--- src/rtl/assert_macros.svh ---
// ---------------------------------------------------------------------------
// Assertion macros shared by the ring store RTL.
// ---------------------------------------------------------------------------
`ifndef ASSERT_MACROS_SVH
`define ASSERT_MACROS_SVH

// Clocked property check, switched off while reset is held.
`define OSR_ASSERT_PROP(lbl, clk, rst_n, prop) \
  lbl: assert property (@(posedge clk) disable iff (!rst_n) prop) \
    else $error("ring store assertion failed");

// A condition that must never be seen at a clock edge.
`define OSR_ASSERT_NEVER(lbl, clk, rst_n, cond) \
  `OSR_ASSERT_PROP(lbl, clk, rst_n, !(cond))

`endif

--- src/rtl/osr_pkg.sv ---
// ---------------------------------------------------------------------------
// osr_pkg
// Types and constants shared by the overwriting sample ring modules.
// ---------------------------------------------------------------------------
`timescale 1ns / 1ps

package osr_pkg;

  localparam int unsigned DEPTH_DEF        = 64;
  localparam int unsigned SAMPLE_WIDTH_DEF = 16;

  localparam int unsigned NUM_AXES    = 6;
  localparam int unsigned FIELD_W     = 16;
  localparam int unsigned MODE_W      = 3;
  localparam int unsigned AMOUNT_W    = 7;
  localparam int unsigned COUNT_W     = 7;
  localparam int unsigned SAMPLE_LSB  = AMOUNT_W;
  localparam int unsigned IN_TDATA_W  = 104;
  localparam int unsigned IN_TUSER_W  = MODE_W;
  localparam int unsigned OUT_TDATA_W = 104;
  localparam int unsigned OUT_TUSER_W = 2;

  typedef enum logic [MODE_W-1:0] {
    MODE_PUSH       = 3'd0,
    MODE_READ_AT    = 3'd1,
    MODE_OLDEST_RUN = 3'd2,
    MODE_NEWEST_RUN = 3'd3,
    MODE_CLEAR      = 3'd4
  } osr_mode_e;

  typedef enum logic [1:0] {
    S_IDLE,
    S_STAT,
    S_EMIT
  } osr_state_e;

  // Commands from the controller to the datapath.
  typedef struct packed {
    logic accept;    // input item taken this cycle
    logic start_rd;  // first store read of a read-at or a run
    logic next_rd;   // following store read of a run
    logic emit_stat; // load a status-only result
    logic emit_data; // load a result carrying the read sample
  } osr_cmd_t;

  // Status from the datapath to the controller.
  typedef struct packed {
    logic needs_read; // current input item reads the store
    logic slot_free;  // output register can take a result
    logic run_last;   // the sample being emitted is the last of the item
  } osr_sts_t;

endpackage

--- src/rtl/osr_ctrl.sv ---
// ---------------------------------------------------------------------------
// osr_ctrl
// Controller that takes items and sequences status and sample results.
// ---------------------------------------------------------------------------
`timescale 1ns / 1ps
`include "assert_macros.svh"

module osr_ctrl (
  input  logic              clk_i,
  input  logic              rst_ni,
  input  logic              in_valid_i,
  output logic              in_ready_o,
  input  osr_pkg::osr_sts_t sts_i,
  output osr_pkg::osr_cmd_t cmd_o
);

  osr_pkg::osr_state_e state_q, state_d;

  always_ff @(posedge clk_i or negedge rst_ni) begin
    if (!rst_ni) begin
      state_q <= osr_pkg::S_IDLE;
    end else begin
      state_q <= state_d;
    end
  end

  always_comb begin
    state_d    = state_q;
    cmd_o      = '0;
    in_ready_o = 1'b0;
    unique case (state_q)
      osr_pkg::S_IDLE: begin
        in_ready_o = 1'b1;
        if (in_valid_i) begin
          cmd_o.accept = 1'b1;
          if (sts_i.needs_read) begin
            cmd_o.start_rd = 1'b1;
            state_d        = osr_pkg::S_EMIT;
          end else if (sts_i.slot_free) begin
            // A status-only result goes straight out when the register is free.
            cmd_o.emit_stat = 1'b1;
          end else begin
            state_d = osr_pkg::S_STAT;
          end
        end
      end
      osr_pkg::S_STAT: begin
        if (sts_i.slot_free) begin
          cmd_o.emit_stat = 1'b1;
          state_d         = osr_pkg::S_IDLE;
        end
      end
      osr_pkg::S_EMIT: begin
        if (sts_i.slot_free) begin
          cmd_o.emit_data = 1'b1;
          // The next read overlaps the emit so that a run streams each cycle while the result register stays free.
          if (sts_i.run_last) begin
            state_d = osr_pkg::S_IDLE;
          end else begin
            cmd_o.next_rd = 1'b1;
          end
        end
      end
      default: begin
        state_d = osr_pkg::S_IDLE;
      end
    endcase
  end

  `OSR_ASSERT_PROP(a_start_to_emit, clk_i, rst_ni, cmd_o.start_rd |=> (state_q == osr_pkg::S_EMIT))
  `OSR_ASSERT_NEVER(a_read_past_run, clk_i, rst_ni, cmd_o.next_rd && sts_i.run_last)

endmodule

--- config.mk ---
export PLATFORM = sky130hd
export DESIGN_NAME = osr_ctrl
export DESIGN_NICKNAME = d
export VERILOG_FILES = /design/src/rtl/osr_pkg.sv /design/src/rtl/osr_ctrl.sv
export VERILOG_INCLUDE_DIRS = /design/src /design/src/rtl
export SDC_FILE = /design/constraint.sdc
export NUM_CORES = 1
export LEC_CHECK = 0
export BUFFER_PORTS_ARGS = -buffer_cell sky130_fd_sc_hd__buf_2
export CORE_AREA = 3 3 40 42
export DETAILED_ROUTE_END_ITERATION = 8
export DIE_AREA = 0 0 43 45
export PLACE_DENSITY = 0.41
export SLEW_MARGIN = 20
export SYNTH_ARGS = -nofsm -noshare
export SYNTH_HDL_FRONTEND = slang
export SYNTH_SLANG_ARGS = --single-unit
export TNS_END_PERCENT = 20
--- constraint.sdc ---
create_clock -name clk_i -period 1.8 [get_ports clk_i]
set_input_delay 0.27 -clock clk_i [delete_from_list [all_inputs] [get_ports clk_i]]
set_output_delay 0.27 -clock clk_i [all_outputs]
set_load 0.005 [all_outputs]
==> summary by stage <==
Status
The run finished with clean final reports.

Clock tree
The number of levels the H-tree was split into is 1. The root buffer cell chosen for the clock tree is clkbuf_4. Clock latency on the worst-skew pair, taken at its later pin, is 0.22 ns. Clock tree synthesis found a total of 2 sinks.

The number of buffers inserted during clock tree synthesis is 3. No sink is reached through more buffers than the 2 on the longest clock path. The TritonCTS clock tree is built.

The clock slew seen by the registers of the worst setup and hold paths is 0.03 ns.

Synthesis
The post-synthesis compound-gate area fraction is 17.1%. The fraction of the mapped netlist area in simple logic gates is 41.9%. The number of nets handed over by synthesis was 20. The commonest cells after synthesis are dfrtp_1, nand2b_1. The cell area after synthesis is 131 sq um. dfrtp_1 takes more of the synthesized area than any other cell.

The most instantiated flip-flop cell in the synthesis netlist is dfrtp_1. For this run, the number of Yosys warnings is 0. The share of the yosys chip area belonging to registers is 38.1%. Ranked by total cell area, the synthesized netlist is headed by dfrtp_1, nand2b_1, nor3b_2. After Yosys synthesis, full adders, half adders and majority gates account for 0% of the synthesized area. Averaged over all synthesized cells, the footprint is 9.38 sq um.

The number of enable flip-flop cells after synthesis is 0. In this run the biggest area consumer among cell types represents 38.1% of the synthesized area. After synthesis, the share of flip-flops with an asynchronous set or reset is 100%. The synthesized design contains 2 register bits. The area share of xor/xnor cells in the synthesized design is 0%.

The dominant combinational cell family by area after synthesis is simple AND/OR/NAND/NOR gates. The proportion of synthesized area in mux cells is 0%. The cell count after synthesis came out at 14. The number of different library cells in the post-synthesis netlist is 12.

STA
Setup repair after global routing left no endpoint under its margin. The number of pins with negative max-slew slack in the final report came to 0. Setup slack on the critical path of the routed design comes to 0.364 ns. The worst-case headroom to the max-slew limit is 86.0%.

Based on the critical path, the design can be clocked at up to 697 MHz. The number of hold-slack violations in the final timing report is 0. The final setup skew is 0.000443 ns.

For the final routed database, the setup TNS stands at 0 ns. The final-report setup violation count is 0. The share of the cycle needed by the critical path after routing is 79.8%.

At the pin with the least slew margin, the transition time is 0.209 ns. The post-layout minimum cycle time is 1.44 ns.

Global route
The final global-route overflow total is 0. The first global-routing pass estimated 786 um of wire. Global routing consumed, over all layers together, 5.91% of the routing resources. The initial antenna violation count is 0. The met2 layer usage reported by global route is 6.29%. The routing usage on met3 is 2.79%.

The met1 routing resource usage after global routing is 7.47%. The most congested layer reported by global routing is met1. Entering global routing, the biggest net connects 7 pins. The via count of the first global-routing pass is 187.

Critical path
The worst register-to-register path ends at state_q[1]. STA classifies the critical path startpoint as a flip-flop. The cell family with the largest share of critical-path delay is flip-flops.

The launching point of the worst reg2reg path is state_q[1]. The peak fanout along the critical path is 6. The number of buffers and inverters on the critical path is 1. The worst register-to-register path has a setup slack of 0.90 ns. The worst register-to-register path has a depth of 2. Data on the critical path is required at its endpoint by 1.53 ns. The slowest stage of the critical path belongs to the cell dfrtp_1.

STA classifies the critical path endpoint as a primary output. In this design, the stage delay of the slowest critical-path cell is 0.43 ns. Traced cell by cell, the critical path runs through nor3b_2 > and2_1 > buf_2. At the worst endpoint, the arrival time is 1.17 ns. The type of the worst setup path is flip-flop to primary output.

Worst hold path
The worst min-delay path class is input pin to flip-flop. The start point of the worst min-delay path is sts_i[1]. The cell depth of the worst hold path is 2.

For hold timing, the worst endpoint is state_q[0].

Floorplanning
During I/O placement, the number of pins put on the boundary was 12. The total area inside the core boundary comes to 1280 sq um. The starting density of the core is 10.2%. Measured along the x axis, the die boundary spans 43 um. The die extent in y is 45 um.

The site row count is 13. The die footprint is 1940 sq um.

Final layout
The largest registers in the layout are state_q: 2 flops. The number of nets in the final layout is 37. The post-route netlist has 51.7% of its cells at a drive strength greater than 1. The number of antenna diodes in the final layout is 0.

The number of flip-flops in the largest register is 2. The synthesis-to-layout area growth is 81.0%. The register with the highest flop count is state_q.

Drt
The remaining number of nets flagged by the antenna check after routing is 0. The number of DRC markers after the initial detailed-route iteration is 4. The final layout contains routed wiring with a total length of 448 um.

After detailed routing, the average wire length per cell comes to 10.2 um. The via count of the routed design is 157. Before antenna repair, the detailed router went through 2 iterations. Using the TritonRoute via totals, the vias-per-cell ratio works out to 3.57. The remaining routing DRC violations is 0.

Pwr
The worst-case vdd ir drop is 0.357 mV. The sum of internal, switching and leakage power is 0.225 mW. Power spread over the standard cell area amounts to 946 nW/um^2. In this run the static leakage power is 0.127 nW.

Placement
At the end of routability-driven placement, the weighted congestion stood at 0.700. During placement, the flow inserted port buffers numbering 11. Before CTS, the worst setup slack after placement is 0.609 ns.

Run
The number of violations of the max-capacitance limit is 0.
-- cell families after synthesis --
group,count (synthesis)
compound gates,3
buf+inv,1
flops,2
simple gates,8
-- metrics by stage --
step	area, sq um	util [%]	cells	hold WS (ns)
floorplan	131	-	14	-0.0256
global route	238	18.5	44	0.272
global placement	205	16.0	40	0.0641
CTS	238	18.5	44	0.250
detailed placement	205	16.0	40	0.0602
finish	238	18.5	44	0.260
-- timing repair --
action / 4_1_cts / 5_1_grt
hold endpoints to repair: 2 / 0
gates resized for setup: 0 / 0
setup buffers: 0 / 0
hold buffers: 1 / 0
-- layer usage --
metal  vias up  part of all wire, %
met5         -                    0
met4         0                    0
met3         0                   17
met2        11                   31
met1        67                   52
li1         79                    -
-- worst reg2reg max path, stage by stage, from the launching register on --
cell     delay, ns
dfrtp_1       0.43
nor3b_2       0.25
a32o_1        0.16
-- power breakdown --
| part | total [mW] | internal, mW | switching (mW) |
|---|---|---|---|
| clock | 0.0985 | 0.0735 | 0.0250 |
| sequential | 0.0650 | 0.0530 | 0.0121 |
| combinational | 0.0615 | 0.0354 | 0.0261 |
| total | 0.225 | 0.162 | 0.0631 |
-- worst max path at each step --
stage | start | endpoint | slack (ns) | depth (start not counted)
after floorplan | state_q[1] | cmd_o[3] | 0.72 | 2
after global placement | state_q[1] | cmd_o[3] | 0.58 | 3
after detailed placement | state_q[1] | cmd_o[3] | 0.61 | 3
after CTS | state_q[1] | cmd_o[3] | 0.36 | 3
after global routing | state_q[1] | cmd_o[3] | 0.25 | 3
final | state_q[1] | cmd_o[3] | 0.36 | 3
-- area by class of cell --
class                   count  area (sq um)
repair buffers             12          65.1
flip-flops and latches      2          50.0
inverters                   1          3.75
fillers                   142          1050
multi-input cells          11          77.6
well taps                  15          18.8
clock buffers               3          22.5
-- layout by cell type, fill, tap and decap left out --
cell type | Yosys | layout
buf_2 | 0 | 11
and2b_1 | 1 | 1
nor2_1 | 1 | 1
and2_1 | 1 | 1
nor3b_2 | 1 | 1
a21oi_1 | 1 | 1
dlygate4sd3_1 | 0 | 1
a32o_1 | 1 | 1
clkbuf_4 | 0 | 3
nand2b_1 | 2 | 2
nand2_1 | 1 | 1
inv_1 | 1 | 1
dfrtp_1 | 2 | 2
a211oi_1 | 1 | 1
and3b_1 | 1 | 1
No activity file was read; power rests on OpenSTA's default activity.
